==> config.mk <==
export PLATFORM = sky130hd
export DESIGN_NAME = livetime_packet_deframer_core
export DESIGN_NICKNAME = d
export VERILOG_FILES = /design/src/hdl/ltd_pkg.sv /design/src/hdl/ltd_ctrl.sv /design/src/hdl/ltd_datapath.sv /design/src/hdl/livetime_packet_deframer_core.sv
export SDC_FILE = /design/constraint.sdc
export NUM_CORES = 1
export LEC_CHECK = 0
export ABC_AREA = 1
export ABC_CLOCK_PERIOD_IN_PS = 5100
export BUFFER_PORTS_ARGS = -buffer_cell sky130_fd_sc_hd__buf_4
export CORE_MARGIN = 3
export CORE_UTILIZATION = 25
export CTS_BUF_LIST = sky130_fd_sc_hd__clkbuf_16
export DETAILED_ROUTE_END_ITERATION = 10
export SYNTH_ARGS = -nofsm -noshare
export SYNTH_HDL_FRONTEND = slang
export SYNTH_SLANG_ARGS = --single-unit
==> constraint.sdc <==
create_clock -name clk -period 5.1 [get_ports clk]
set_input_delay 1.02 -clock clk [delete_from_list [all_inputs] [get_ports clk]]
set_output_delay 1.02 -clock clk [all_outputs]
set_load 0.01 [all_outputs]
==> src/hdl/ltd_pkg.sv <==
// Shared types and constants for the livetime packet deframer.
`timescale 1ns / 1ps
`default_nettype none

package ltd_pkg;

    localparam int NUM_CHANNELS = 12;
    localparam int STEP_W       = 4;
    localparam int CHAN_W       = 4;
    localparam int HDR_POS_W    = 5;
    localparam int REC_POS_W    = 2;

    localparam logic [15:0] SYNC_WORD_RESET   = 16'hEB90;
    localparam logic [7:0]  PACKET_TYPE_RESET = 8'h06;

    // Configuration register indexes
    localparam logic CFG_SYNC_WORD   = 1'b0;
    localparam logic CFG_PACKET_TYPE = 1'b1;

    // Header byte positions (the type byte is position 2)
    localparam logic [HDR_POS_W-1:0] POS_FIRST      = 5'd3;
    localparam logic [HDR_POS_W-1:0] POS_TIME_LAST  = 5'd5;
    localparam logic [HDR_POS_W-1:0] POS_CNT_LAST   = 5'd7;
    localparam logic [HDR_POS_W-1:0] POS_SIZE_LAST  = 5'd9;
    localparam logic [HDR_POS_W-1:0] POS_CLOCK_LAST = 5'd15;
    localparam logic [HDR_POS_W-1:0] POS_MASK_HI    = 5'd16;
    localparam logic [HDR_POS_W-1:0] POS_MASK_LO    = 5'd17;

    localparam logic [REC_POS_W-1:0] REC_POS_LAST = 2'd3;
    localparam logic [STEP_W-1:0]    STEP_LAST    = 4'd11;

    // Channel walk: 8, 9, 10, 11, then 0 to 7
    localparam logic [CHAN_W-1:0] WALK_ORDER [NUM_CHANNELS] = '{
        4'd8, 4'd9, 4'd10, 4'd11, 4'd0, 4'd1, 4'd2, 4'd3, 4'd4, 4'd5, 4'd6, 4'd7
    };

    typedef enum logic [1:0] {
        ST_HUNT,
        ST_HEADER,
        ST_RECORD,
        ST_WALK
    } ltd_state_t;

    typedef struct packed {
        logic start_packet;
        logic hunt_shift;
        logic hdr_capture;
        logic rec_capture;
        logic rec_clear;
        logic emit_present;
        logic emit_absent;
        logic go_hunt;
    } ltd_cmd_t;

    typedef struct packed {
        logic hist_match;
        logic hdr_last;
        logic rec_last;
        logic step_last;
        logic chan_present;
        logic out_free;
    } ltd_status_t;

endpackage

`default_nettype wire

==> src/hdl/ltd_ctrl.sv <==
// Packet sequencing state machine of the livetime deframer.
`timescale 1ns / 1ps
`default_nettype none

module ltd_ctrl (
    input  wire                 clk,
    input  wire                 rst_n,
    input  wire                 in_valid,
    output logic                in_stall,
    input  ltd_pkg::ltd_status_t status,
    output ltd_pkg::ltd_cmd_t    cmd
);
    import ltd_pkg::*;

    ltd_state_t state_reg;
    ltd_state_t state_next;

    always_ff @(posedge clk or negedge rst_n)
    begin
        if (!rst_n)
        begin
            state_reg <= ST_HUNT;
        end
        else
        begin
            state_reg <= state_next;
        end
    end

    always_comb
    begin
        state_next = state_reg;
        cmd        = '0;
        in_stall   = 1'b0;
        case (state_reg)
            ST_HUNT:
            begin
                if (in_valid)
                begin
                    if (status.hist_match)
                    begin
                        cmd.start_packet = 1'b1;
                        state_next       = ST_HEADER;
                    end
                    else
                    begin
                        cmd.hunt_shift = 1'b1;
                    end
                end
            end
            ST_HEADER:
            begin
                if (in_valid)
                begin
                    cmd.hdr_capture = 1'b1;
                    if (status.hdr_last)
                    begin
                        state_next = ST_WALK;
                    end
                end
            end
            ST_RECORD:
            begin
                // The fourth byte of a record needs the output register.
                in_stall = status.rec_last && !status.out_free;
                if (in_valid && !in_stall)
                begin
                    if (status.rec_last)
                    begin
                        cmd.emit_present = 1'b1;
                        if (status.step_last)
                        begin
                            cmd.go_hunt = 1'b1;
                            state_next  = ST_HUNT;
                        end
                        else
                        begin
                            state_next = ST_WALK;
                        end
                    end
                    else
                    begin
                        cmd.rec_capture = 1'b1;
                    end
                end
            end
            ST_WALK:
            begin
                in_stall = 1'b1;
                if (status.chan_present)
                begin
                    cmd.rec_clear = 1'b1;
                    state_next    = ST_RECORD;
                end
                else if (status.out_free)
                begin
                    cmd.emit_absent = 1'b1;
                    if (status.step_last)
                    begin
                        cmd.go_hunt = 1'b1;
                        state_next  = ST_HUNT;
                    end
                end
            end
            default:
            begin
                state_next = ST_HUNT;
            end
        endcase
    end

endmodule

`default_nettype wire

==> src/hdl/ltd_datapath.sv <==
// Sync history, header capture, record assembly and output register.
`timescale 1ns / 1ps
`default_nettype none

module ltd_datapath (
    input  wire                   clk,
    input  wire                   rst_n,
    input  wire                   cfg_we,
    input  wire                   cfg_index,
    input  wire  [15:0]           cfg_data,
    input  wire  [7:0]            data_byte,
    input  ltd_pkg::ltd_cmd_t     cmd,
    output ltd_pkg::ltd_status_t  status,
    output logic                  out_valid,
    input  wire                   out_stall,
    output logic [3:0]            channel,
    output logic                  present,
    output logic [15:0]           total_livetime,
    output logic [15:0]           shield_livetime,
    output logic [15:0]           seq_counter,
    output logic [23:0]           unix_time,
    output logic [15:0]           packet_size,
    output logic [47:0]           clock_value,
    output logic                  last
);
    import ltd_pkg::*;

    logic [15:0]           sync_word_reg;
    logic [7:0]            packet_type_reg;
    logic [15:0]           history_reg;
    logic [1:0]            hist_cnt_reg;
    logic [HDR_POS_W-1:0]  hdr_pos_reg;
    logic [REC_POS_W-1:0]  rec_pos_reg;
    logic [STEP_W-1:0]     step_reg;
    logic [23:0]           hdr_time_reg;
    logic [15:0]           hdr_counter_reg;
    logic [15:0]           hdr_size_reg;
    logic [47:0]           hdr_clock_reg;
    logic [11:0]           mask_reg;
    logic [23:0]           record_reg;
    logic                  out_valid_reg;
    logic [3:0]            channel_reg;
    logic                  present_reg;
    logic [15:0]           total_reg;
    logic [15:0]           shield_reg;
    logic [15:0]           counter_reg;
    logic [23:0]           time_reg;
    logic [15:0]           size_reg;
    logic [47:0]           clock_reg;
    logic                  last_reg;
    logic [CHAN_W-1:0]     walk_chan;
    logic                  emit;

    assign walk_chan = WALK_ORDER[step_reg];
    assign emit      = cmd.emit_present || cmd.emit_absent;

    assign status.hist_match   = (hist_cnt_reg == 2'd2) && (history_reg == sync_word_reg)
                                 && (data_byte == packet_type_reg);
    assign status.hdr_last     = (hdr_pos_reg == POS_MASK_LO);
    assign status.rec_last     = (rec_pos_reg == REC_POS_LAST);
    assign status.step_last    = (step_reg == STEP_LAST);
    assign status.chan_present = mask_reg[walk_chan];
    assign status.out_free     = !out_valid_reg || !out_stall;

    // Configuration registers
    always_ff @(posedge clk or negedge rst_n)
    begin
        if (!rst_n)
        begin
            sync_word_reg   <= SYNC_WORD_RESET;
            packet_type_reg <= PACKET_TYPE_RESET;
        end
        else if (cfg_we)
        begin
            case (cfg_index)
                CFG_SYNC_WORD:   sync_word_reg   <= cfg_data;
                CFG_PACKET_TYPE: packet_type_reg <= cfg_data[7:0];
                default:         ;
            endcase
        end
    end

    // Control counters
    always_ff @(posedge clk or negedge rst_n)
    begin
        if (!rst_n)
        begin
            history_reg  <= '0;
            hist_cnt_reg <= '0;
            hdr_pos_reg  <= '0;
            rec_pos_reg  <= '0;
            step_reg     <= '0;
        end
        else
        begin
            if (cmd.go_hunt)
            begin
                history_reg  <= '0;
                hist_cnt_reg <= '0;
            end
            else if (cmd.hunt_shift)
            begin
                history_reg <= {history_reg[7:0], data_byte};
                if (hist_cnt_reg != 2'd2)
                begin
                    hist_cnt_reg <= hist_cnt_reg + 2'd1;
                end
            end
            if (cmd.start_packet)
            begin
                hdr_pos_reg <= POS_FIRST;
            end
            else if (cmd.hdr_capture)
            begin
                hdr_pos_reg <= hdr_pos_reg + 5'd1;
            end
            if (cmd.rec_clear)
            begin
                rec_pos_reg <= '0;
            end
            else if (cmd.rec_capture)
            begin
                rec_pos_reg <= rec_pos_reg + 2'd1;
            end
            if (cmd.hdr_capture && status.hdr_last)
            begin
                step_reg <= '0;
            end
            else if (emit)
            begin
                step_reg <= step_reg + 4'd1;
            end
        end
    end

    // Header fields and record bytes, shifted in big-endian
    always_ff @(posedge clk)
    begin
        if (cmd.hdr_capture)
        begin
            case (hdr_pos_reg) inside
                [POS_FIRST:POS_TIME_LAST]:
                    hdr_time_reg <= {hdr_time_reg[15:0], data_byte};
                [5'd6:POS_CNT_LAST]:
                    hdr_counter_reg <= {hdr_counter_reg[7:0], data_byte};
                [5'd8:POS_SIZE_LAST]:
                    hdr_size_reg <= {hdr_size_reg[7:0], data_byte};
                [5'd10:POS_CLOCK_LAST]:
                    hdr_clock_reg <= {hdr_clock_reg[39:0], data_byte};
                POS_MASK_HI:
                    mask_reg <= {data_byte[3:0], 8'h00};
                POS_MASK_LO:
                    mask_reg <= {mask_reg[11:8], data_byte};
                default:
                    ;
            endcase
        end
        if (cmd.rec_capture)
        begin
            record_reg <= {record_reg[15:0], data_byte};
        end
    end

    // Output register
    always_ff @(posedge clk or negedge rst_n)
    begin
        if (!rst_n)
        begin
            out_valid_reg <= 1'b0;
        end
        else if (emit)
        begin
            out_valid_reg <= 1'b1;
        end
        else if (!out_stall)
        begin
            out_valid_reg <= 1'b0;
        end
    end

    always_ff @(posedge clk)
    begin
        if (emit)
        begin
            channel_reg <= walk_chan;
            present_reg <= cmd.emit_present;
            total_reg   <= cmd.emit_present ? record_reg[23:8] : 16'h0000;
            shield_reg  <= cmd.emit_present ? {record_reg[7:0], data_byte} : 16'h0000;
            counter_reg <= hdr_counter_reg;
            time_reg    <= hdr_time_reg;
            size_reg    <= hdr_size_reg;
            clock_reg   <= hdr_clock_reg;
            last_reg    <= status.step_last;
        end
    end

    assign out_valid       = out_valid_reg;
    assign channel         = channel_reg;
    assign present         = present_reg;
    assign total_livetime  = total_reg;
    assign shield_livetime = shield_reg;
    assign seq_counter     = counter_reg;
    assign unix_time       = time_reg;
    assign packet_size     = size_reg;
    assign clock_value     = clock_reg;
    assign last            = last_reg;

endmodule

`default_nettype wire

==> src/hdl/livetime_packet_deframer_core.sv <==
// Top level of the livetime packet deframer: controller plus datapath.
// Throughput: one byte a cycle while hunting, in the header and in livetime records, but
// a record's fourth byte waits while the output is full and stalled. A present record is
// on the output in the cycle after its fourth byte is taken. After that byte or the mask
// byte, absent channels follow one a cycle while the output is free; the input stalls.
// Reset (rst_n, asynchronous): hunting, empty history, output empty, 0xEB90 and 0x06.
`timescale 1ns / 1ps
`default_nettype none

module livetime_packet_deframer_core (
    input  wire         clk,
    input  wire         rst_n,
    input  wire         cfg_we,
    input  wire         cfg_index,
    input  wire  [15:0] cfg_data,
    input  wire         in_valid,
    output logic        in_stall,
    input  wire  [7:0]  data_byte,
    output logic        out_valid,
    input  wire         out_stall,
    output logic [3:0]  channel,
    output logic        present,
    output logic [15:0] total_livetime,
    output logic [15:0] shield_livetime,
    output logic [15:0] seq_counter,
    output logic [23:0] unix_time,
    output logic [15:0] packet_size,
    output logic [47:0] clock_value,
    output logic        last
);
    import ltd_pkg::*;

    // Commands from the controller and status from the datapath are the only link
    // between the two halves.
    ltd_cmd_t    cmd;
    ltd_status_t status;

    // The controller tracks where in a packet the stream is and decides, for each
    // word, whether it feeds the sync history, the header or a livetime record.
    ltd_ctrl u_ctrl (
        .clk      (clk),
        .rst_n    (rst_n),
        .in_valid (in_valid),
        .in_stall (in_stall),
        .status   (status),
        .cmd      (cmd)
    );

    // The datapath holds the history, header fields, mask and walk position, and the
    // output register, so a finished record can wait while further words arrive.
    ltd_datapath u_datapath (
        .clk             (clk),
        .rst_n           (rst_n),
        .cfg_we          (cfg_we),
        .cfg_index       (cfg_index),
        .cfg_data        (cfg_data),
        .data_byte       (data_byte),
        .cmd             (cmd),
        .status          (status),
        .out_valid       (out_valid),
        .out_stall       (out_stall),
        .channel         (channel),
        .present         (present),
        .total_livetime  (total_livetime),
        .shield_livetime (shield_livetime),
        .seq_counter     (seq_counter),
        .unix_time       (unix_time),
        .packet_size     (packet_size),
        .clock_value     (clock_value),
        .last            (last)
    );

endmodule

`default_nettype wire
After elaboration in Yosys (flattened, before gate mapping)

Memory sizes are Yosys's and may differ from the RTL's.
Index checks and enable logic that the tools add are counted.

Equal/unequal tests: 20
Multiplexer cells: 52
Magnitude comparators: 10
Bitwise logic cells: 6
Add/sub/neg operators: 4
Reduce and logical (&&, ||, !) cells: 32

Operator list:

| cell                  | number |
|---|---|
| $mux W2               | 19 |
| $mux W16              | 2 |
| $mux W1               | 19 |
| $eq A16 B16 Y1        | 1 |
| $mux W4               | 4 |
| $mux W12              | 1 |
| $reduce_and A6 Y1     | 2 |
| $reduce_bool A2 Y1    | 6 |
| $eq A5 B5 Y1 const B  | 2 |
| $ge A5 B4 Y1 const B  | 2 |
| $le A5 B3 Y1 const B  | 2 |
| $le A5 B4 Y1 const B  | 2 |
| $mux W5               | 2 |
| $logic_and A1 B1 Y1   | 9 |
| $eq A2 B2 Y1 const B  | 4 |
| $eq A8 B8 Y1          | 1 |
| $mux W8               | 1 |
| $ne A2 B1 Y1 const B  | 4 |
| $ne A2 B2 Y1 const B  | 4 |
| $pmux W2 S4           | 1 |
| $reduce_and A2 Y1     | 4 |
| $reduce_and A8 Y1     | 1 |
| $add A5 B1 Y5 const B | 1 |
| $ge A5 B2 Y1 const B  | 1 |
| 19 further kinds      | 29 |

Output and inout port bits: 144
Flip-flop bits (word level): 338
Bits in read-only memories: 64
Input bits: 30
Memories: 1
Word-level logic and storage cells: 150

Memories:

| name            | words | width | read ports | clocked after Yosys merged registers in | wr ports | line               | source |
|---|---|---|---|---|---|---|---|
| (no name shown) | 16    | 4     | 1          | 0                                       | 0        | ltd_datapath.sv:54 | `assign walk_chan = WALK_ORDER[step_reg];` |

Longest topological paths before layout

Gate-level depths: netlist (run 1).

Depth in word-level cells: 11
Depth in mapped cells: 12
Gate-level depth less buffers: 11

Cells and area by module

A second synthesis (run 1) with hierarchy kept.

Cells, all modules: 802
Area total of the unflattened synthesis: 12,026.5 um2

Modules (own cells, without submodules):

| module       | sequential area each (um2) | instances | cells an instance | area each (um2) |
|---|---|---|---|---|
| ltd_datapath | 9,831.9                    | 1         | 755               | 11,698.7 |
| ltd_ctrl     | 50.0                       | 1         | 47                | 327.8 |

Least setup slack after synthesis (run 1)

OpenSTA, ideal clock, no wires.

Path type: in2reg
Start: input port in_valid
End: register u_datapath.hdr_clock_reg[0], enable pin
Arrival time: 3.466 ns
Setup time: 0.454 ns
Path buffers: 0
Data required time: 4.646 ns
Slack: 1.180 ns
Stages on the path: 4
Cell sequence: inv_1 -> nor2_2 -> nand4_1 -> nor2_1

Word-level cells in the longest chain between the ends: 3

Ends and longest elaborated chain:

| item                               | line                                | source |
|---|---|---|
| start: declaration                 | livetime_packet_deframer_core.sv:16 | `input wire in_valid,` |
| $mux W1                            | ltd_ctrl.sv:53                      | `if (in_valid)` |
| $mux W1                            | ltd_ctrl.sv:35                      | `case (state_reg)` |
| $reduce_and A5 Y1 (no source line) | n/a                                 |  |
| end signal: assignment             | ltd_datapath.sv:149                 | `hdr_clock_reg <= {hdr_clock_reg[39:0], data_byte};` |
| end: declaration                   | ltd_datapath.sv:38                  | `logic [47:0] hdr_clock_reg;` |

Every way passes these cells.
A chain may end at the register's enable or synchronous reset.

Worst setup path after layout (run 1)

Start: register u_datapath.hdr_pos_reg[1]
End: register u_datapath.hdr_clock_reg[19], enable pin

Word-level cells in the longest chain between the ends: 4
Elaborated cells between the ends (all ways): 16
Classes of those cells: order compare: 8; bitwise: 3; reduce/logical: 5

Ends and longest elaborated chain:

| item                                                  | line                | source |
|---|---|---|
| start: declaration                                    | ltd_datapath.sv:32  | `logic [HDR_POS_W-1:0] hdr_pos_reg;` |
| start signal: assignment                              | ltd_datapath.sv:115 | `hdr_pos_reg <= hdr_pos_reg + 5'd1;` |
| $ge A5 B2 Y1 (no source line) (tied with other cells) | n/a                 |  |
| $logic_and A1 B1 Y1 (no source line)                  | n/a                 |  |
| $not A1 Y1 (no source line)                           | n/a                 |  |
| $reduce_and A5 Y1 (no source line) (*)                | n/a                 |  |

Mark *: on every way between the ends. The rest lies on a longest branch, timed or not.

==> results by group, run 1 <==
Critical path
  • Crit end category: register
  • Critical path type: reg2reg
  • Critical Path RT: 5.34 ns
  • CP max FO: 38
  • Crit path largest cell delay: 0.92 ns
  • Max stage delay cell, worst path: nor2_4
  • Worst Setup Start Kind: register
  • Worst-path cell chain: ha_1 -> nand2_1 -> nor2_1 -> ha_1 -> inv_1 -> a221oi_1 -> inv_1 -> nor2_4 -> buf_4
  • Worst path arrival time: 3.45 ns

Clock tree
  • Clk root buf: clkbuf_16
  • CTS Buffer Depth: 3
  • Clk sinks: 338
  • Post-CTS setup buffer count: 0
  • Clock Latency Late Sink: 0.55 ns
  • Post-cts hold buffer count: 0
  • # resized after CTS: 0
  • CTS tree: done
  • H-tree levels: 2
  • Reg clk slew, reported paths: 0.06 ns
  • CTS buffer count: 36

Route
  • DRT Pass-1 Iters: 5
  • Antenna-violating nets left: 0
  • Final wirelength: 25.47 mm
  • Vias: 6690
  • Remaining DRCs: 0
  • DRT iter0 DRCs: 662
  • Via density per instance: 4.020
  • WL per Instance: 15.31 microns

Power
  • Peak supply drop: 0.0001889 V
  • Power density cells: 373.6 mW/mm^2
  • Overall power: 5682 uW
  • LEAKAGE: 0.006057 uW

STA
  • Minimum clock period: 3.209 ns
  • RSZ-0062 raised after global routing: no
  • Fin. Hold Viols: 0
  • Period utilization: 62.93%
  • PnR worst setup slack: 1.891 ns
  • Final Slew Violations: 0
  • Fmax: 311.6 MHz
  • Max_slew headroom: 18.00%
  • Post-Route Setup TNS: 0 ns
  • Worst-margin pin slew: 1.227 ns
  • Setup Skew: 0.01876 ns
  • Setup violators final: 0

Final layout
  • Layout area overhead: 25.76%
  • Final nets: 1069
  • Most frequent cells in the layout: edfxtp_1, buf_4, nand2_1
  • Commonest non-fill, non-tap cell in the layout: edfxtp_1
  • Ant diodes: 0
  • Post-layout util: 32.26%
  • Proportion of layout cells with a drive suffix above 1: 24.31%

Placement
  • GPL Wtd Cong: 0.7848
  • I/O Buffers: 173
  • Dpl ws: 1.618 ns
  • DP HPWL: 16.72 mm

Job
  • Number of max-cap violations: 0

Logic synthesis
  • Synthesized area: 0.01209 sq mm
  • Warnings from Yosys: 0
  • Distinct cells, synth: 32
  • Sequential fraction of the synthesis area: 81.72%
  • Cells after Synth: 828
  • Synth area leader: edfxtp_1
  • Yosys reg bits: 338
  • Share of the synthesized area in the top cell type: 70.03%
  • Ranking of synthesized cells by area: edfxtp_1, dfrtp_1, nand2_1
  • Async SR Flop Fraction: 16.57%
  • Net Count, Synth: 866
  • Mean post-synth cell area: 14.60 sq um
  • Synth Flop Type: edfxtp_1
  • Number of enable flip-flop cells after synthesis: 282

Status
  • Status: complete, no violations

GRT
  • Grt total ovfl: 0
  • Global Route Usage Sum: 9.861%
  • Initial antenna violation count: 0
  • First-pass GRT wire length: 38.36 mm
  • Pin count of the biggest net entering global routing: 104
  • Vias in the first global route: 6590

Min path
  • Hold crit path type: reg2reg

Die
  • Die Footprint: 0.05105 sq mm
  • Initial Util: 25.65%
  • Rows: 79
  • Die Height: 225.9 microns
  • Core footprint: 0.04715 sq mm
  • Die W: 225.9 microns
  • I/O pins: 174
logic make-up (layout without fill, tap and decap cells):
kind of cell               Yosys count  count (layout)  synth area share [%]
and+or+nand+nor                    307             307                 10.74
xor gates and xnor gates            10              10                0.7242
DFF                                338             338                 81.72
adders and majority gates            8               8                0.8278
AOI/OAI and AO/OA                   40              40                 1.738
muxes                                1               1               0.09311
buffers and inverters              124             353                 4.159
cell usage after synthesis (2+ instances only):
master and count:
a21oi_1 13, buf_2 5, buf_6 3, clkbuf_1 4, dfrtp_1 46, dfstp_2 10, edfxtp_1 282, ha_1 8
inv_1 108, inv_2 2, nand2_1 142, nand2_2 4, nand3_1 43, nand3_2 4, nand4_1 8, nor2_1 97
nor2_2 2, nor3_1 2, o21ai_0 24, xnor2_1 5, xor2_1 5
routing by layer:
metal	part of all wire, %	GRT usage [%]	wire (microns)	up-vias
met5	0	0	0	-
met4	3.0	4.305	768	0
met3	5.7	2.210	1448	50
met2	46	15.78	11780	189
met1	45	12.90	11470	3228
li1	-	-	-	3223
area by class of cell:
cell class                      count  area (sq um)
Fill cell                        4582         31940
Sequential cell                   338          9882
Multi-Input combinational cell    366          1744
Timing Repair Buffer              178          1336
Clock buffer                       36         900.9
Tap cell                          607         759.5
Inverter                          111         421.7
Clock inverter                     28         163.9
metrics by stage:
stage                     instance area (sq um)  cells  hold WS, ns
final                                     15210   1664       0.4142
after global routing                      15210   1664       0.4234
after CTS                                 15210   1664       0.4097
after detailed placement                  14140   1600       0.4045
after global placement                    14140   1600       0.4014
after floorplan                           12090    828       0.4003
worst paths after layout:
path,startpoint,end,slack [ns],cells after the start
hold / removal,u_datapath.hdr_counter_reg[10],u_datapath.seq_counter[10],0.41,0
max in group asynchronous,rst_n,u_datapath.history_reg[10],4.05,1
min in group asynchronous,rst_n,u_ctrl.state_reg[1],0.55,1
hold reg to reg,u_datapath.hdr_counter_reg[10],u_datapath.seq_counter[10],0.41,0
setup / recovery,u_datapath.hdr_pos_reg[1],u_datapath.hdr_clock_reg[19],1.89,9
setup reg to reg,u_datapath.hdr_pos_reg[1],u_datapath.hdr_clock_reg[19],1.89,9
power by group:
group / internal [uW] / switching (uW) / total (uW)
clock network: 1300 / 1050 / 2350
registers: 3030 / 50.4 / 3080
logic: 94.0 / 158 / 252
total: 4420 / 1260 / 5680
critical path: cells and delay by family (launching register included):
kind                     cells  cell delay, ns
flip-flops                   1            0.44
buffers and inverters        3            0.53
adder cells (fa/ha/maj)      2            0.39
AO/OA/AOI/OAI                1            0.39
AND/OR/NAND/NOR              3            1.12
No activity file was read; power rests on OpenSTA's default activity.
==> run 2, diff against run 1 <==
--- a/config.mk
+++ b/config.mk
@@ -5,8 +5,8 @@
 export SDC_FILE = /design/constraint.sdc
 export NUM_CORES = 1
 export LEC_CHECK = 0
-export ABC_AREA = 1
-export ABC_CLOCK_PERIOD_IN_PS = 5100
+export ABC_AREA = 0
+export ABC_CLOCK_PERIOD_IN_PS = 3000
 export BUFFER_PORTS_ARGS = -buffer_cell sky130_fd_sc_hd__buf_4
 export CORE_MARGIN = 3
 export CORE_UTILIZATION = 25
==> constraint.sdc (replaced) <==
create_clock -name clk -period 3 [get_ports clk]
set_input_delay 0.6 -clock clk [delete_from_list [all_inputs] [get_ports clk]]
set_output_delay 0.6 -clock clk [all_outputs]
set_load 0.01 [all_outputs]
==> run 2 against run 1 <==
Net effect: final cell count decreased by 12%; sequential power up 120%; clock skew fell by 0.0034 ns; critical endpoint is now u_datapath.unix_time[17]; register-to-register slack lost 1.5 ns; synthesized cell count is 26% lower; global-route usage about the same; first-iteration DRC count down 38%; largest power group unchanged; sequential share of layout area shrank 0.89 points.
==> results by group, run 2 <==
Clock tree
  • Clk root buf: clkbuf_16
  • Post-cts hold buffer count: 0 (unchanged)
  • Post-CTS setup buffer count: 0 (unchanged)
  • CTS tree: done
  • # resized after CTS: 0 (unchanged)
  • Reg clk slew, reported paths: 0.06 ns (about the same)
  • CTS buffer count: 37 (+2.8%)
  • CTS Buffer Depth: 3 (unchanged)
  • Clock Latency Late Sink: 0.54 ns (about the same)
  • Clk sinks: 338 (unchanged)
  • H-tree levels: 2 (unchanged)

Power
  • Peak supply drop: 0.0004639 V (+150%)
  • LEAKAGE: 0.005755 uW (-5.0%)
  • Power density cells: 927.7 mW/mm^2 (+150%)
  • Overall power: 14310 uW (+150%)

Critical path
  • Crit path largest cell delay: 0.59 ns (-0.33 ns)
  • Worst path arrival time: 2.82 ns (-0.63 ns)
  • Worst Setup Start Kind: register
  • Critical path type: reg2reg
  • Max stage delay cell, worst path: dfrtp_1
  • R2r startpoint: u_datapath.step_reg[0]
  • RR Endpoint: u_datapath.unix_time[17]
  • CP endpoint: u_datapath.unix_time[17]
  • R2R setup slack: 0.41 ns (-1.49 ns)
  • Crit path top cell by count: buf_12
  • Worst-path cell chain: mux4_2 -> nor2b_2 -> a21oi_2 -> o21ai_4 -> buf_12 -> buf_12
  • R2R cell count: 6 (-3)
  • Crit end category: register
  • Critical Path RT: 3.23 ns (-2.11 ns)
  • Setup crit start: u_datapath.step_reg[0]
  • CP max FO: 29 (-24%)

GRT
  • Vias in the first global route: 5929 (-10%)
  • Initial antenna violation count: 0 (unchanged)
  • Global Route Usage Sum: 9.850% (-0.011 points)
  • Grt total ovfl: 0 (unchanged)
  • First-pass GRT wire length: 37.23 mm (-3.0%)
  • Pin count of the biggest net entering global routing: 57 (-45%)

Route
  • Antenna-violating nets left: 0 (unchanged)
  • DRT iter0 DRCs: 412 (-38%)
  • Final wirelength: 24.67 mm (-3.1%)
  • Vias: 5871 (-12%)
  • Remaining DRCs: 0 (unchanged)
  • Via density per instance: 3.994 (-0.66%)
  • DRT Pass-1 Iters: 5 (unchanged)
  • WL per Instance: 16.78 microns (+9.6%)

Final layout
  • Most frequent cells in the layout: edfxtp_1, buf_4, dfrtp_1
  • Commonest non-fill, non-tap cell in the layout: edfxtp_1
  • Final instance area: 0.01542 sq mm (+1.4%)
  • Fin cells: 1470 (-12%)
  • Ant diodes: 0 (unchanged)
  • Layout area overhead: 30.35%
  • Proportion of layout cells with a drive suffix above 1: 35.92% (+12 points)
  • Final nets: 873 (-18%)

STA
  • Setup violators final: 0 (unchanged)
  • Final Slew Violations: 0 (unchanged)
  • Minimum clock period: 2.595 ns (-0.6149 ns)
  • PnR worst setup slack: 0.4054 ns (-1.485 ns)
  • Post-Route Setup TNS: 0 ns (unchanged)
  • Period utilization: 86.49% (+24 points)
  • Max_slew headroom: 51.27% (+33 points)
  • Worst-margin pin slew: 0.7309 ns (-0.4961 ns)
  • Setup Skew: 0.01534 ns (-0.003416 ns)
  • RSZ-0062 raised after global routing: no
  • Fmax: 385.4 MHz (+24%)
  • Fin. Hold Viols: 0 (unchanged)

Logic synthesis
  • Yosys reg bits: 338 (unchanged)
  • Net Count, Synth: 654 (-24%)
  • Sequential fraction of the synthesis area: 83.51% (+1.8 points)
  • Synth top cells by count: edfxtp_1, dfrtp_1, nor2_1
  • Number of enable flip-flop cells after synthesis: 282 (unchanged)
  • Mean post-synth cell area: 19.21 sq um (+32%)
  • Warnings from Yosys: 0 (unchanged)
  • Synth area leader: edfxtp_1
  • Distinct cells, synth: 54 (+69%)
  • Synth Flop Type: edfxtp_1
  • Cells after Synth: 616 (-26%)
  • Ranking of synthesized cells by area: edfxtp_1, dfrtp_1, mux2_2
  • Synthesized area: 0.01183 sq mm (-2.2%)
  • Cell with the most instances after synthesis: edfxtp_1
  • Async SR Flop Fraction: 16.57% (unchanged)
  • Share of the synthesized area in the top cell type: 71.57% (+1.5 points)

Placement
  • I/O Buffers: 173 (unchanged)
  • DP HPWL: 16.72 mm (about the same)
  • Dpl cell area: 0.01414 sq mm (about the same)
  • GPL Wtd Cong: 0.7514 (-4.3%)
  • Dpl ws: 0.4092 ns (-1.208 ns)
  • Placed Cells: 1403 (-12%)

Die
  • Rows: 79 (unchanged)
  • Die Height: 223.6 microns (-1.1%)
  • I/O pins: 174 (unchanged)
  • Die Footprint: 0.04998 sq mm (-2.1%)
  • Core footprint: 0.04665 sq mm (-1.0%)
  • Die W: 223.6 microns (-1.1%)
  • Initial Util: 25.36% (-0.29 points)

Min path
  • Hold crit path type: in2async

Status
  • Status: complete, no violations

Job
  • Number of max-cap violations: 0 (unchanged)
run 2: changes by cell type in the layout (fill, tap and decap cells not counted), sizes merged, moves of 15 or more:
cell,change
and2,+28
o21ai,-15
nand2,-115
buf,+16
nor2,-66
mux2,+25
nand3,-45
mux2i,+20
inv,-98
run 2: how the worst min path moves through the flow:
| stage | start | end | slack (ns) | depth (start not counted) |
|---|---|---|---|---|
| final | rst_n | u_datapath.history_reg[2] | 0.11 | 1 |
| after global routing | rst_n | u_datapath.history_reg[2] | 0.15 | 1 |
| after CTS | rst_n | u_datapath.history_reg[2] | 0.12 | 1 |
| after detailed placement | u_datapath.hdr_clock_reg[42] | u_datapath.clock_value[42] | 0.40 | 0 |
| after global placement | u_datapath.hdr_clock_reg[40] | u_datapath.clock_value[40] | 0.40 | 0 |
| after floorplan | rst_n | u_ctrl.state_reg[0] | 0.30 | 0 |
run 2: layout make-up:
type | count | area, sq um
clock inverter | 30 | 356.6
multi-input combinational | 249 | 1897
tap | 607 | 759.5
inverter | 15 | 56.30
timing repair buffer | 194 | 1544
sequential | 338 | 9884
fill | 4501 | 31230
clock buffer | 37 | 925.9
run 2: where the power goes:
group,leakage (uW),total [uW],internal (uW),switching (uW)
Clock,0.000636,4660,2810,1850
Combinational,0.00188,2910,1340,1580
Sequential,0.00324,6730,6220,509
Total,0.00575,14300,10400,3940
run 2: cell families (layout without fill, tap and decap cells):
logic type | Yosys count | count (layout) | share of synthesized area [%]
simple gates | 128 | 128 | 5.583
mux | 48 | 48 | 4.547
compound gates | 37 | 37 | 2.347
buf+inv | 29 | 276 | 1.089
xor+xnor | 28 | 28 | 2.073
flops | 338 | 338 | 83.51
fa+ha+maj | 8 | 8 | 0.8460
run 2: layer usage:
layer / global-route usage [%] / wire, microns / up-vias
met4: 3.219 / 567 / 0
met3: 2.935 / 1537 / 42
met5: 0 / 0 / -
met2: 16.15 / 11990 / 171
li1: - / - / 2753
met1: 12.58 / 10570 / 2905
run 2: metrics by stage:
stage                     util (%)  hold WS [ns]
after floorplan                  -        0.3044
after global placement       30.31        0.4004
after detailed placement     30.31        0.4045
after CTS                    33.06        0.1202
after global routing         33.06        0.1519
final                        33.06        0.1078
run 2: critical path: cells and delay by family, from the launching register on:
kind	cells	cell delay, ns
AOI/OAI and AO/OA	2	0.47
DFF	1	0.59
and+or+nand+nor	1	0.19
buffers and inverters	2	0.43
muxes	1	0.58
==> run 3, diff against run 2 <==
--- a/config.mk
+++ b/config.mk
@@ -6,12 +6,13 @@
 export NUM_CORES = 1
 export LEC_CHECK = 0
 export ABC_AREA = 0
-export ABC_CLOCK_PERIOD_IN_PS = 3000
+export ABC_CLOCK_PERIOD_IN_PS = 2900
 export BUFFER_PORTS_ARGS = -buffer_cell sky130_fd_sc_hd__buf_4
 export CORE_MARGIN = 3
 export CORE_UTILIZATION = 25
 export CTS_BUF_LIST = sky130_fd_sc_hd__clkbuf_16
 export DETAILED_ROUTE_END_ITERATION = 10
+export SLEW_MARGIN = 20
 export SYNTH_ARGS = -nofsm -noshare
 export SYNTH_HDL_FRONTEND = slang
 export SYNTH_SLANG_ARGS = --single-unit
==> constraint.sdc (replaced) <==
create_clock -name clk -period 2.9 [get_ports clk]
set_input_delay 0.58 -clock clk [delete_from_list [all_inputs] [get_ports clk]]
set_output_delay 0.58 -clock clk [all_outputs]
set_load 0.01 [all_outputs]
==> run 3 against run 2 <==
Net effect: clock power down 2%; routed wire length is 2.3% higher; register-to-register slack worse by 0.18 ns; flip-flop and latch count did not move; cell area fell by 0.77%; critical path depth shrank 1; worst setup slack worse by 0.18 ns; largest cell class unchanged.
==> results by group, run 3 (synthesized netlist as in run 2, its figures left out) <==
Status
  • Status: complete, no violations

Critical path
  • R2R setup slack: 0.22 ns (-0.18 ns)
  • CP endpoint: u_datapath.packet_size[6]
  • Worst path arrival time: 2.89 ns (+0.07 ns)
  • WP buf/inv: 1 (-1)
  • Worst-path cell chain: mux4_2 -> nor2b_2 -> a21oi_2 -> o21ai_4 -> buf_12
  • R2r startpoint: u_datapath.step_reg[0]
  • Critical Path RT: 3.11 ns (-0.12 ns)
  • CP max FO: 42 (+45%)
  • Crit end category: register
  • Worst Setup Start Kind: register
  • Critical path type: reg2reg
  • R2R cell count: 5 (-1)
  • Critical Path Stages: 5 (-1)
  • Crit path largest cell delay: 0.59 ns (about the same)
  • Max stage delay cell, worst path: dfrtp_1
  • RR Endpoint: u_datapath.packet_size[6]
  • Cell family with most CP delay: compound AO/OA/AOI/OAI gates
  • Setup crit start: u_datapath.step_reg[0]

Placement
  • Dpl ws: 0.2210 ns (-0.1883 ns)
  • DP HPWL: 16.77 mm (+0.28%)
  • GPL Wtd Cong: 0.8017 (+6.7%)
  • I/O Buffers: 173 (unchanged)

STA
  • Worst-margin pin slew: 0.8717 ns (+0.1408 ns)
  • Fmax: 373.4 MHz (-3.1%)
  • PnR worst setup slack: 0.2220 ns (-0.1835 ns)
  • RSZ-0062 raised after global routing: no
  • Final Slew Violations: 0 (unchanged)
  • Setup Skew: 0.02150 ns (+0.006151 ns)
  • Max_slew headroom: 41.72% (-9.6 points)
  • Minimum clock period: 2.678 ns (+0.08346 ns)
  • Setup violators final: 0 (unchanged)
  • Period utilization: 92.35% (+5.9 points)
  • Fin. Hold Viols: 0 (unchanged)
  • Post-Route Setup TNS: 0 ns (unchanged)

Route
  • WL per Instance: 17.18 microns (+2.4%)
  • Vias: 5889 (+0.31%)
  • Antenna-violating nets left: 0 (unchanged)
  • Remaining DRCs: 0 (unchanged)
  • DRT iter0 DRCs: 358 (-13%)
  • Final wirelength: 25.24 mm (+2.3%)
  • Via density per instance: 4.009 (+0.37%)
  • DRT Pass-1 Iters: 6 (+1)

Die
  • Core footprint: 0.04665 sq mm (unchanged)
  • Die Footprint: 0.04998 sq mm (unchanged)
  • Initial Util: 25.36% (unchanged)
  • Rows: 79 (unchanged)
  • Die W: 223.6 microns (unchanged)
  • Die Height: 223.6 microns (unchanged)
  • I/O pins: 174 (unchanged)

Power
  • Clock power share: 31.6% (-1.0 points)
  • Sequential Power Share: 47.9% (+0.9 points)
  • Power density cells: 949.1 mW/mm^2 (+2.3%)
  • Sw Share: 28.23% (+0.68 points)
  • Comb pwr share: 20.5% (about the same)
  • LEAKAGE: 0.005714 uW (-0.71%)
  • Net Sw Power: 4100 uW (+4.0%)
  • Internal power: 10430 uW (+0.57%)
  • Peak supply drop: 0.0003503 V (-24%)

Clock tree
  • Post-cts hold buffer count: 0 (unchanged)
  • CTS buffer count: 38 (+2.7%)
  • Clock Latency Late Sink: 0.54 ns (about the same)
  • CTS Buffer Depth: 3 (unchanged)
  • Post-CTS setup buffer count: 0 (unchanged)
  • Clk sinks: 338 (unchanged)
  • Clk root buf: clkbuf_16
  • Reg clk slew, reported paths: 0.06 ns (about the same)
  • # resized after CTS: 0 (unchanged)
  • CTS tree: done
  • H-tree levels: 2 (unchanged)

Final layout
  • Proportion of layout cells with a drive suffix above 1: 35.03% (-0.89 points)
  • Final nets: 871 (-0.23%)
  • Commonest non-fill, non-tap cell in the layout: edfxtp_1
  • Ant diodes: 0 (unchanged)
  • Most frequent cells in the layout: edfxtp_1, buf_4, dfrtp_1
  • Layout area overhead: 29.34%

Min path
  • Hold crit path type: in2async

GRT
  • Pin count of the biggest net entering global routing: 57 (unchanged)
  • Global Route Usage Sum: 10.03% (+0.18 points)
  • First-pass GRT wire length: 37.83 mm (+1.6%)
  • Initial antenna violation count: 1 (+1)
  • Grt total ovfl: 0 (unchanged)
  • Vias in the first global route: 6071 (+2.4%)

Job
  • Number of max-cap violations: 0 (unchanged)
-- run 3: how the worst min path moves through the flow --
stage,cells past startpoint,to,start,slack (ns)
after floorplan,0,u_ctrl.state_reg[0],rst_n,0.28
after global placement,0,u_datapath.unix_time[22],u_datapath.hdr_time_reg[22],0.40
after detailed placement,0,u_datapath.packet_size[13],u_datapath.hdr_size_reg[13],0.40
after CTS,1,u_datapath.history_reg[14],rst_n,0.10
after global routing,1,u_datapath.history_reg[2],rst_n,0.14
final,1,u_datapath.history_reg[10],rst_n,0.09
-- run 3: layout make-up --
| cell class | instances | area [sq um] |
|---|---|---|
| clock inverters | 31 | 267.8 |
| fillers | 4527 | 31350 |
| clock buffers | 38 | 950.9 |
| flip-flops and latches | 338 | 9884 |
| repair buffers | 191 | 1484 |
| inverters | 15 | 56.30 |
| multi-input cells | 249 | 1902 |
| well taps | 607 | 759.5 |
-- run 3: routing by layer --
metal  vias up  track usage (%)  part of all wire [%]
li1       2758                -                     -
met2       163            16.25                    48
met1      2927            13.05                    44
met4         0            3.756                   2.6
met3        41            2.568                   5.7
met5         -                0                     0
-- run 3: metrics by stage --
stage / area, sq um / hold slack, ns / cells / utilization (%) / power [uW]
after global routing: 15300 / 0.1428 / 1469 / 32.80 / 15280
after global placement: 14090 / 0.4013 / 1400 / 30.19 / 10020
after detailed placement: 14090 / 0.4045 / 1400 / 30.19 / 10100
after CTS: 15300 / 0.1045 / 1469 / 32.80 / 14780
final: 15300 / 0.09348 / 1469 / 32.80 / 14530
after floorplan: 11910 / 0.2844 / 616 / - / 8655
-- run 3: power by group through the flow --
stage	Combinational, uW	Sequential, uW	Clock, uW
6_report	2970	6960	4590
5_1_grt	3260	7070	4960
4_1_cts	3050	6980	4750
3_5_place_dp	3040	7060	0
3_3_place_gp	2980	7040	0
2_1_floorplan	1480	7180	0
-- run 3: worst register-to-register path, stage by stage (launching register included) --
cell and delay, ns:
dfrtp_1 0.59, mux4_2 0.58, nor2b_2 0.20, a21oi_2 0.11
o21ai_4 0.53, buf_12 0.31
